--- src/sv/gws_pkg.sv ---
// Shared package of the Gaussian window smoother: register map, fixed field widths,
// reset values and the job descriptor passed from the window control to the multiply stage.
// No dependencies.
package gws_pkg;

	// Defaults for the top-level parameters.
	localparam int DEF_MAX_HALF_WIDTH = 6;
	localparam int DEF_SAMPLE_BITS    = 16;

	// Fixed widths of the configuration registers.
	localparam int HW_W        = 3;
	localparam int COEF_W      = 17;
	localparam int NUM_COEF    = 7;
	localparam int CFG_INDEX_W = 4;

	// Positions in the window never exceed 12, so four bits hold a position or a distance.
	localparam int POS_W = 4;

	// Coefficients are Q1.16, so products carry 16 extra fraction bits.
	localparam int ROUND_SHIFT = 16;

	localparam logic [COEF_W-1:0] COEF_CENTER_RESET = 17'd65536;

	// Register indices on the configuration channel.
	localparam logic [CFG_INDEX_W-1:0] REG_HALF_WIDTH  = 4'd0;
	localparam logic [CFG_INDEX_W-1:0] REG_COEF_CENTER = 4'd1;
	localparam logic [CFG_INDEX_W-1:0] REG_COEF_DIST6  = 4'd7;

	typedef logic [NUM_COEF-1:0][COEF_W-1:0] coef_bank_t;

	// Weight bank after reset: unit center weight, all other weights zero.
	localparam coef_bank_t COEF_BANK_RESET = {{(NUM_COEF-1)*COEF_W{1'b0}}, COEF_CENTER_RESET};

	// One smoothing job: which window position is the center, and whether it ends a sequence.
	typedef struct packed {
		logic [HW_W-1:0] center;
		logic            last;
	} job_t;

endpackage

--- src/sv/gws_reduce.sv ---
// Reduction stages of the Gaussian window smoother: partial sums of four taps, then the
// final sum, rounding to Q8.8, saturation and the output register of the result channel.
// Depends on gws_pkg.
module gws_reduce #(
	parameter int MAX_HALF_WIDTH = gws_pkg::DEF_MAX_HALF_WIDTH,
	parameter int SAMPLE_BITS    = gws_pkg::DEF_SAMPLE_BITS,
	localparam int WIN_LEN       = 2 * MAX_HALF_WIDTH + 1,
	localparam int PROD_W        = SAMPLE_BITS + gws_pkg::COEF_W
) (
	input  logic                           clk,
	input  logic                           arst_n,
	input  logic                           prod_valid,
	output logic                           prod_ready,
	input  logic                           prod_last,
	input  logic [WIN_LEN-1:0][PROD_W-1:0] prods,
	output logic                           out_valid,
	input  logic                           out_ready,
	output logic [SAMPLE_BITS-1:0]         out_sample,
	output logic                           out_last
);

	localparam int GRP     = 4;
	localparam int NUM_GRP = (WIN_LEN + GRP - 1) / GRP;
	localparam int ACC_W   = PROD_W + $clog2(WIN_LEN) + 1;

	localparam logic signed [ACC_W-1:0] ROUND_HALF = ACC_W'(1) << (gws_pkg::ROUND_SHIFT - 1);
	localparam logic signed [ACC_W-1:0] SAT_MAX    = (ACC_W'(1) << (SAMPLE_BITS - 1)) - ACC_W'(1);
	localparam logic signed [ACC_W-1:0] SAT_MIN    = ~SAT_MAX;

	logic signed [NUM_GRP-1:0][ACC_W-1:0] part_d, part_s3;
	logic                                 valid_s3, last_s3;
	logic                                 adv3, adv4;
	logic signed [ACC_W-1:0]              total, rnd, sat;
	logic                                 out_valid_q, out_last_q;
	logic [SAMPLE_BITS-1:0]               out_sample_q;

	always_comb begin
		adv4       = !out_valid_q || out_ready;
		adv3       = !valid_s3 || adv4;
		prod_ready = adv3;
		part_d     = '0;
		for (int g = 0; g < NUM_GRP; g++) begin
			for (int k = 0; k < GRP; k++) begin
				if (g * GRP + k < WIN_LEN) begin
					part_d[g] = $signed(part_d[g]) + ACC_W'($signed(prods[g * GRP + k]));
				end
			end
		end
	end

	always_comb begin
		total = '0;
		for (int g = 0; g < NUM_GRP; g++) begin
			total = total + $signed(part_s3[g]);
		end
		// Half an LSB added, then floor: ties round toward plus infinity.
		rnd = (total + ROUND_HALF) >>> gws_pkg::ROUND_SHIFT;
		if (rnd > SAT_MAX) begin
			sat = SAT_MAX;
		end else if (rnd < SAT_MIN) begin
			sat = SAT_MIN;
		end else begin
			sat = rnd;
		end
	end

	always_ff @(posedge clk or negedge arst_n) begin
		if (!arst_n) begin
			valid_s3    <= 1'b0;
			out_valid_q <= 1'b0;
		end else begin
			if (adv3) begin
				valid_s3 <= prod_valid;
			end
			if (adv4) begin
				out_valid_q <= valid_s3;
			end
		end
	end

	always_ff @(posedge clk) begin
		if (adv3 && prod_valid) begin
			part_s3 <= part_d;
			last_s3 <= prod_last;
		end
		if (adv4 && valid_s3) begin
			out_sample_q <= sat[SAMPLE_BITS-1:0];
			out_last_q   <= last_s3;
		end
	end

	assign out_valid  = out_valid_q;
	assign out_sample = out_sample_q;
	assign out_last   = out_last_q;

endmodule

--- config.mk ---
export PLATFORM = sky130hd
export DESIGN_NAME = gws_reduce
export DESIGN_NICKNAME = d
export VERILOG_FILES = /design/src/sv/gws_pkg.sv /design/src/sv/gws_reduce.sv
export SDC_FILE = /design/constraint.sdc
export NUM_CORES = 1
export LEC_CHECK = 0
export ABC_AREA = 1
export BUFFER_PORTS_ARGS = -buffer_cell sky130_fd_sc_hd__clkbuf_2
export CELL_PAD_IN_SITES_DETAIL_PLACEMENT = 0
export CELL_PAD_IN_SITES_GLOBAL_PLACEMENT = 1
export CORE_ASPECT_RATIO = 1.2
export CORE_MARGIN = 1
export CORE_UTILIZATION = 43
export DETAILED_ROUTE_END_ITERATION = 7
export MAX_ROUTING_LAYER = met4
export PLACE_DENSITY = 0.95
export SYNTH_ARGS = -nofsm -noshare
export SYNTH_HDL_FRONTEND = slang
export SYNTH_SLANG_ARGS = --single-unit
--- constraint.sdc ---
create_clock -name clk -period 5.45 [get_ports clk]
set_input_delay 0.2725 -clock clk [delete_from_list [all_inputs] [get_ports clk]]
set_output_delay 0.2725 -clock clk [all_outputs]
set_load 0.02 [all_outputs]
==> impl_metrics.env <==
export IMPL_hp_class="primary input to register"
export IMPL_crit_type="register to register"
export IMPL_ys_warn_count=0
export IMPL_ys_dominant_reg_cell="edfxtp_1"
export IMPL_synth_seq_cells=161
export IMPL_synthAdderAreaFrac_pct=39.14
export IMPL_cts_htree_levels=4
export IMPL_cp_max_fo=15
export IMPL_hpwlAfterDp_mm=50.70
export IMPL_grt_setup_unrepaired="no"
export IMPL_skew_ns=0.01485
export IMPL_wirelength_mm=56.42
export IMPL_setup_viol=0
export IMPL_io_buffers=452
export IMPL_ctsHoldBuffers=1
export IMPL_synth_area_um2=19530
export IMPL_yosys_area_share_xor_xnor_pct=5.165
export IMPL_place_congestion=0.9501
export IMPL_syn_to_final_growth_pct=18.76
export IMPL_grt_pass1_vias=17030
export IMPL_die_h_um=235.4
export IMPL_antenna_found_initial=2
export IMPL_syn_num_nets=2966
export IMPL_cts_tree="done"
export IMPL_die_area_um2=46270
export IMPL_grt_ovfl_total=0
export IMPL_fin_nets=3438
export IMPL_grt_first_pass_wirelength_mm=88.43
export IMPL_r2r_setup_slack_ns=1.39
export IMPL_drt_iter0_markers=966
export IMPL_synth_top_family_by_area="adder cells"
export IMPL_grt_use_total_pct=25.71
export IMPL_final_antenna_net_count=0
export IMPL_cts_root_buf="clkbuf_16"
export IMPL_drv_cap=0
export IMPL_fmax_mhz=246.4
export IMPL_endpoint_kind="register"
export IMPL_synth_compound_area_share_pct=9.573
export IMPL_routedWlPerCell_um=17.74
export IMPL_syn_inst=2085
export IMPL_layout_drive_gt1_share_pct=19.96
export IMPL_avgSynthCellArea_um2=9.365
export IMPL_post_cts_buffers=0
export IMPL_final_common_cell="clkbuf_2"
export IMPL_clockBufferDepth=2
export IMPL_final_cell_mix="clkbuf_2 (452), nand2_1 (395), inv_1 (347)"
export IMPL_final_hold_viol_count=0
export IMPL_grt_max_degree=111
export IMPL_fp_dieW_um=196.5
export IMPL_drc=0
export IMPL_clk_latency_ns=0.43
export IMPL_setup_tns_ns=0
export IMPL_synth_cell_types=42
export IMPL_yosys_area_share_simple_pct=14.55
export IMPL_core_area_um2=44880
export IMPL_worstMarginPinSlew_ns=1.073
export IMPL_initial_core_util_pct=43.51
export IMPL_num_rows=85
export IMPL_cp_required_ns=5.62
export IMPL_start_kind="register"
export IMPL_drt_pass1_iter_count=7
export IMPL_synthArstFlopShare_pct=1.242
export IMPL_final_max_slew_viol_count=0
export IMPL_synth_edf_count=159
export IMPL_cp_arrival_ns=4.23
export IMPL_ys_seq_area_share_pct=24.71
export IMPL_vias_per_cell=5.026
export IMPL_fin_crit_ns=4.059
export IMPL_status="finished, final reports clean"
export IMPL_cts_buffers=17
export IMPL_synth_mux_area_share_pct=0
export IMPL_pin_count=453
export IMPL_slew_headroom_pct=28.47
export IMPL_vias=15990
export IMPL_cts_sinks=161
export IMPL_clk_pin_slew_ns=0.07
export IMPL_cts_resized=0
export IMPL_final_period_utilization_pct=74.48
[flip-flops by register name, summed over array words and instances, names as in the netlist]
| register | flops |
|---|---|
| out_sample | 16 |
| last_s3 | 1 |
| out_valid | 1 |
| valid_s3 | 1 |
| part_s3 | 141 |
| out_last | 1 |
[logic make-up (layout without fill, tap and decap cells)]
family / count (synthesis) / after routing
buf+inv: 353 / 838
simple gates: 690 / 690
flops: 161 / 161
other cells: 0 / 2
fa+ha+maj: 447 / 447
compound gates: 321 / 321
xor+xnor: 113 / 113
[routing by layer]
metal  part of all wire [%]  wire, um  GRT usage, %
met1                     43     24020         32.19
met5                      0         0             -
met2                     50     28250         43.78
met4                    3.2      1782         7.836
met3                    4.2      2365         2.579
[Yosys cell counts (all sizes together), types with 20 or more instances]
library cell | number | area (um2)
a21o | 20 | 150.1
a21oi | 141 | 709.4
a31oi | 32 | 200.2
edfxtp | 159 | 4775
fa | 273 | 5465
ha | 174 | 2177
inv | 350 | 1314
nand2 | 405 | 1555
nand3 | 46 | 255.3
nand4 | 22 | 137.6
nor2 | 190 | 735.7
o21ai | 69 | 349.1
xnor2 | 38 | 351.6
xor2 | 75 | 656.9
[metrics by stage]
stage / setup slack (ns) / util [%] / cell area, um2 / instances / hold slack (ns)
global placement: 1.253 / 50.23 / 22540 / 3145 / 0.05725
floorplan: 1.358 / - / 19530 / 2085 / -0.02309
global route: 1.102 / 51.67 / 23190 / 3181 / 0.004752
detailed placement: 1.208 / 50.23 / 22540 / 3145 / 0.06019
CTS: 1.419 / 51.63 / 23170 / 3178 / 0.0004720
finish: 1.391 / 51.67 / 23190 / 3181 / 0.02241
[worst paths after layout]
| kind | from | endpoint | cells past startpoint |
|---|---|---|---|
| min in group asynchronous | arst_n | valid_s3 | 2 |
| min reg2reg | last_s3 | out_last | 0 |
| max in group asynchronous | arst_n | out_valid | 2 |
| max | part_s3[90] | out_sample[5] | 21 |
| max reg2reg | part_s3[90] | out_sample[5] | 21 |
| min | prods[402] | part_s3[120] | 1 |
[final cells by class]
type                       count  area, um2
clock buffer                  17      425.4
fill                        4334      21690
sequential                   161       4825
timing repair buffer         455       2290
inverter                     351       1323
tap                          609      762.0
clock inverter                15      193.9
multi-input combinational   1571      13370
antenna                        2      5.005
[worst max-delay path, stage by stage, from the launching register on]
cell and delay (ns):
edfxtp_1 0.38, inv_1 0.08, fa_1 0.48, inv_1 0.06, fa_1 0.43, fa_1 0.39, ha_1 0.43, nand2_2 0.12
nor2_1 0.15, inv_1 0.09, nor2_1 0.10, nand2_1 0.06, nand2_1 0.18, nand3_1 0.13, nand2_1 0.08, nand2_1 0.04
nand2_1 0.10, inv_1 0.05, nor2_1 0.09, nand2_1 0.10, nand2_4 0.15, nand2_1 0.08
Power is left out: the tool's default activity adds up to more than one toggle a clock period on the data nets, which glitch-free logic cannot reach.
