==> src/sv/gws_pkg.sv <==
// Shared package of the Gaussian window smoother: register map, fixed field widths,
// reset values and the job descriptor passed from the window control to the multiply stage.
// No dependencies.
package gws_pkg;

	// Defaults for the top-level parameters.
	localparam int DEF_MAX_HALF_WIDTH = 6;
	localparam int DEF_SAMPLE_BITS    = 16;

	// Fixed widths of the configuration registers.
	localparam int HW_W        = 3;
	localparam int COEF_W      = 17;
	localparam int NUM_COEF    = 7;
	localparam int CFG_INDEX_W = 4;

	// Positions in the window never exceed 12, so four bits hold a position or a distance.
	localparam int POS_W = 4;

	// Coefficients are Q1.16, so products carry 16 extra fraction bits.
	localparam int ROUND_SHIFT = 16;

	localparam logic [COEF_W-1:0] COEF_CENTER_RESET = 17'd65536;

	// Register indices on the configuration channel.
	localparam logic [CFG_INDEX_W-1:0] REG_HALF_WIDTH  = 4'd0;
	localparam logic [CFG_INDEX_W-1:0] REG_COEF_CENTER = 4'd1;
	localparam logic [CFG_INDEX_W-1:0] REG_COEF_DIST6  = 4'd7;

	typedef logic [NUM_COEF-1:0][COEF_W-1:0] coef_bank_t;

	// Weight bank after reset: unit center weight, all other weights zero.
	localparam coef_bank_t COEF_BANK_RESET = {{(NUM_COEF-1)*COEF_W{1'b0}}, COEF_CENTER_RESET};

	// One smoothing job: which window position is the center, and whether it ends a sequence.
	typedef struct packed {
		logic [HW_W-1:0] center;
		logic            last;
	} job_t;

endpackage

==> src/sv/gws_ctrl.sv <==
// Window control of the Gaussian window smoother: holds the sample window and fill count,
// issues one smoothing job per output, and sequences the flush at a sequence end.
// Depends on gws_pkg.
module gws_ctrl #(
	parameter int MAX_HALF_WIDTH = gws_pkg::DEF_MAX_HALF_WIDTH,
	parameter int SAMPLE_BITS    = gws_pkg::DEF_SAMPLE_BITS,
	localparam int WIN_LEN       = 2 * MAX_HALF_WIDTH + 1
) (
	input  logic                                     clk,
	input  logic                                     arst_n,
	input  logic [gws_pkg::HW_W-1:0]                 hw,
	input  logic                                     in_valid,
	output logic                                     in_ready,
	input  logic [SAMPLE_BITS-1:0]                   in_sample,
	input  logic                                     in_last,
	output logic                                     job_valid,
	output gws_pkg::job_t                            job,
	output logic [WIN_LEN-1:0][SAMPLE_BITS-1:0]      window,
	input  logic                                     job_ready
);

	logic [WIN_LEN-1:0][SAMPLE_BITS-1:0] window_q, window_d, base_win, shifted;
	logic [gws_pkg::HW_W-1:0]            fill_q, fill_d, held, next_center;
	logic                                job_valid_q, job_valid_d;
	gws_pkg::job_t                       job_q, job_d;
	logic                                flush_q, flush_d;
	logic                                adv_ok, accept;

	always_comb begin
		adv_ok   = !job_valid_q || job_ready;
		in_ready = adv_ok && !flush_q;
		accept   = in_valid && in_ready;

		// A new sequence starts from an empty window once the final job of the old one leaves.
		base_win = (job_valid_q && job_q.last) ? '0 : window_q;
		shifted    = base_win;
		shifted[0] = in_sample;
		for (int i = 1; i < WIN_LEN; i++) begin
			shifted[i] = base_win[i-1];
		end

		held        = (fill_q < hw) ? fill_q : hw;
		next_center = job_q.center - gws_pkg::HW_W'(1);

		window_d    = window_q;
		fill_d      = fill_q;
		job_valid_d = job_valid_q;
		job_d       = job_q;
		flush_d     = flush_q;

		if (accept) begin
			window_d = shifted;
			if (!in_last) begin
				flush_d = 1'b0;
				if (fill_q < hw) begin
					fill_d      = fill_q + gws_pkg::HW_W'(1);
					job_valid_d = 1'b0;
				end else begin
					job_valid_d = 1'b1;
					job_d.center = hw;
					job_d.last   = 1'b0;
				end
			end else begin
				fill_d       = '0;
				job_valid_d  = 1'b1;
				job_d.center = held;
				job_d.last   = (held == '0);
				flush_d      = (held != '0);
			end
		end else if (job_valid_q && job_ready) begin
			if (flush_q) begin
				job_d.center = next_center;
				job_d.last   = (next_center == '0);
				flush_d      = (next_center != '0);
			end else begin
				job_valid_d = 1'b0;
				if (job_q.last) begin
					window_d = '0;
				end
			end
		end
	end

	always_ff @(posedge clk or negedge arst_n) begin
		if (!arst_n) begin
			window_q    <= '0;
			fill_q      <= '0;
			job_valid_q <= 1'b0;
			job_q       <= '0;
			flush_q     <= 1'b0;
		end else begin
			window_q    <= window_d;
			fill_q      <= fill_d;
			job_valid_q <= job_valid_d;
			job_q       <= job_d;
			flush_q     <= flush_d;
		end
	end

	assign job_valid = job_valid_q;
	assign job       = job_q;
	assign window    = window_q;

endmodule

==> config.mk <==
export PLATFORM = sky130hd
export DESIGN_NAME = gws_ctrl
export DESIGN_NICKNAME = d
export VERILOG_FILES = /design/src/sv/gws_pkg.sv /design/src/sv/gws_ctrl.sv
export SDC_FILE = /design/constraint.sdc
export NUM_CORES = 1
export LEC_CHECK = 0
export BUFFER_PORTS_ARGS = -buffer_cell sky130_fd_sc_hd__clkbuf_2
export CAP_MARGIN = 20
export CORE_MARGIN = 3
export CORE_UTILIZATION = 51
export DETAILED_ROUTE_END_ITERATION = 8
export GPL_ROUTABILITY_DRIVEN = 0
export PLACE_DENSITY = 0.79
export REMOVE_ABC_BUFFERS = 1
export SETUP_SLACK_MARGIN = 0.05
export SYNTH_ARGS = -nofsm -noshare
export SYNTH_HDL_FRONTEND = slang
export SYNTH_SLANG_ARGS = --single-unit
==> constraint.sdc <==
create_clock -name clk -period 2.2 [get_ports clk]
set_clock_uncertainty 0.1 [all_clocks]
set_input_delay 0.11 -clock clk [delete_from_list [all_inputs] [get_ports clk]]
set_output_delay 0.11 -clock clk [all_outputs]
set_load 0.02 [all_outputs]
==> metrics.md <==
| Metric | Value |
|---|---|
| Worst Reg-to-Reg Cells | `7` |
| Final ANT Viol Nets | `0` |
| Worst skew pair latency | `490 ps` |
| P_sw | `6729 uW` |
| DRT Pass-1 Iters | `4` |
| Compound-Gate Fraction of Synth Area | `25.39%` |
| Final #Nets | `820` |
| Die area | `17080 sq um` |
| Average wire per cell in the routed design | `19.36 um` |
| Initial antenna violation count | `0` |
| Simple-gate share of the synthesized area | `1.626%` |
| Final setup fails | `0` |
| Tightest Hold Check Type | `in2async` |
| Post-Syn Area | `7928 sq um` |
| Reg power frac | `40.4%` |
| Root Driver | `clkbuf_16` |
| Vias per cell | `6.029` |
| Die height | `130.7 um` |
| Vias | `5957` |
| Peak VDD IR | `1.857 mV` |
| Seq/Total Area, Yosys | `68.50%` |
| Area Overhead vs Synth | `29.56%` |
| Most frequent cells in the layout | `236 x clkbuf_2, 217 x dfrtp_1, 208 x a22o_1, 23 x clkbuf_16, 21 x dlygate4sd3_1` |
| Capture point of the worst reg-to-reg path | `job[3]` |
| Number of fill cells | `1021` |
| Detailed Place HPWL | `12160 um` |
| Fin Hold WS | `78.19 ps` |
| Element type at the critical path end | `flip-flop` |
| Peak Freq | `496.3 MHz` |
| Die width | `130.7 um` |
| Initial DRC Count | `412` |
| FF-to-FF Start | `fill_q[2]` |
| GRT overflow | `0` |
| Critical Path RT | `2490 ps` |
| Status | `completed` |
| Worst Path Arrival | `2300 ps` |
| Max-cap violation count | `0` |
| Sw frac | `39.66%` |
| Fin crit period | `2015 ps` |
| Internal power | `10240 uW` |
| Layout cells sized above 1 | `35.70%` |
| Adder-Cell Fraction of Synth Area | `0.7891%` |
| Num CTS Buffers | `22` |
| Top Ports | `238` |
| Post-route insts no fill | `988` |
| Final Hold Viols | `0` |
| Comb pwr share | `37.5%` |
| Startpoint types | `flip-flop` |
| First-pass GRT wire length | `30200 um` |
| Avg Cell Area, Syn | `14.52 sq um` |
| Placed cell count | `930` |
| Yosys warnings | `0` |
| # DRC | `0` |
| Largest family of logic cells by synthesized area | `compound AO/OA/AOI/OAI gates` |
| Mux share of post-synthesis cell area | `0.2683%` |
| Cell Pwr Density | `1652 nW/um^2` |
| Worst slew margin | `65.89%` |
| Most common cell after layout, fill and taps aside | `clkbuf_2` |
| Tightest Pin Transition | `511.6 ps` |
| Worst Path Max Fanout | `6` |
| Crit Path Class | `reg2reg` |
| P_leak | `0.005488 uW` |
| Synth Area in XOR/XNOR | `0.1105%` |
| Vias in the first global route | `5677` |
| Largest net degree at the start of global routing | `109` |
| Post-DP Area | `9303 sq um` |
| N_diodes | `0` |
| H-tree depth | `1` |
| # port buffers | `237` |
| Yosys reg bits | `217` |
| Clock share of power | `22.1%` |
| Final Cycle Share | `91.58%` |
| Setup Buffers After CTS | `0` |
| Mapped Cells | `546` |
| Row count | `44` |
| Initial Utilization | `53.33%` |
| CTS Sinks | `217` |
| Area of the core | `14860 sq um` |
| RSZ-0062 raised after global routing | `false` |
| Reg2Reg Setup Slack | `190 ps` |
| CTS tree | `built` |
| GR Util All Layers | `21.51%` |
| Post-route design area | `10270 sq um` |
| Clock Pin Slew Worst Setup and Hold Paths | `60 ps` |
| Number of max-slew violations in the final report | `0` |
| Final wirelength | `19130 um` |
| CTS Buffer Depth | `3` |
| Synth cell types | `32` |
| Total Power | `16970 uW` |
[logic make-up (layout without fill, tap and decap cells)]
logic type                 Yosys count  in the layout
buffers and inverters               55            313
and+or+nand+nor                     26             26
xor gates and xnor gates             1              1
muxes                                2              2
adders and majority gates            5              5
DFF                                217            217
AOI/OAI and AO/OA                  240            240
[layer usage]
metal | up-vias | track usage [%] | part of all wire [%]
li1 | 2598 | - | -
met4 | 0 | 6.110 | 2.5
met5 | - | 0 | 0
met3 | 41 | 3.618 | 7.1
met1 | 3060 | 30.45 | 43
met2 | 258 | 34.79 | 47
[final cells by class]
| type | instances | area (sq um) | area share [%] |
|---|---|---|---|
| flip-flops and latches | 217 | 5430 | 52.87 |
| multi-input cells | 274 | 2266 | 22.06 |
| repair buffers | 269 | 1575 | 15.34 |
| clock buffers | 33 | 673.1 | 6.554 |
| well taps | 184 | 230.2 | 2.241 |
| clock inverters | 4 | 70.07 | 0.6822 |
| inverters | 7 | 26.28 | 0.2558 |
[timing repair]
item                                    CTS  global route
hold buffers                             21             0
hold endpoints to repair                239             0
resized for setup                         1             2
endpoints found under the setup margin    2             3
[power by group through the flow]
| stage | Sequential [uW] | Clock [uW] | Combinational (uW) |
|---|---|---|---|
| after floorplan | 8280 | 0 | 2110 |
| after global placement | 6770 | 0 | 6180 |
| after detailed placement | 6860 | 0 | 6300 |
| after CTS | 6830 | 3840 | 6390 |
| after global routing | 7040 | 4020 | 6820 |
| final | 6850 | 3760 | 6360 |
[sequential cells by signal, indices dropped and copies added (netlist names)]
name       flops
fill_q         3
job_valid      1
flush_q        1
window       208
job            4
[worst max-delay path by stage]
stage                       end  startpoint  cells past startpoint  slack, ps
finish                   job[3]   fill_q[2]                      7        190
global route             job[3]   fill_q[2]                      7         40
floorplan           window[100]   job_valid                      4      -6360
detailed placement       job[3]   fill_q[2]                      7         50
CTS                      job[3]   fill_q[2]                      7        120
global placement         job[2]   fill_q[2]                      7        220
[per-stage QoR]
step                setup TNS (ps)  utilization, %  worst slack [ps]
global placement                 0           62.58             219.0
detailed placement               0           62.58             53.71
finish                           0           69.10             185.3
floorplan                 -1260490               -             -6365
global route                     0           69.10             37.91
CTS                              0           69.02             118.9
[worst max-delay path: stages (launching register included)]
cell	delay (ps)
dfrtp_1	430
ha_1	350
a21oi_4	200
buf_4	170
o21ai_2	100
o21ai_2	230
nand2_1	100
a31oi_1	230
[synth_stat cells (all sizes together)]
| cell type | instances | area, sq um |
|---|---|---|
| nand2 | 8 | 30.03 |
| buf | 39 | 202.7 |
| mux2i | 1 | 10.01 |
| and3 | 2 | 12.51 |
| o21ai | 9 | 48.79 |
| inv | 7 | 26.28 |
| nand4 | 2 | 12.51 |
| xnor2 | 1 | 8.760 |
| o211ai | 1 | 7.510 |
| a22o | 208 | 1822 |
| a32o | 1 | 10.01 |
| o21a | 3 | 22.52 |
| ha | 5 | 62.56 |
| dfrtp | 217 | 5430 |
| clkbuf | 9 | 33.78 |
| nand2b | 1 | 6.260 |
| a311oi | 1 | 8.760 |
| or3 | 1 | 6.260 |
| nand3 | 4 | 20.02 |
| a31oi | 3 | 18.77 |
| a21oi | 11 | 55.05 |
| nor3 | 1 | 5.000 |
| mux2 | 1 | 11.26 |
| and2 | 1 | 6.260 |
| o22ai | 2 | 12.51 |
| nor2 | 3 | 11.26 |
| nor2b | 3 | 18.77 |
| a211oi | 1 | 7.510 |
No activity file was read; power rests on OpenSTA's default activity.
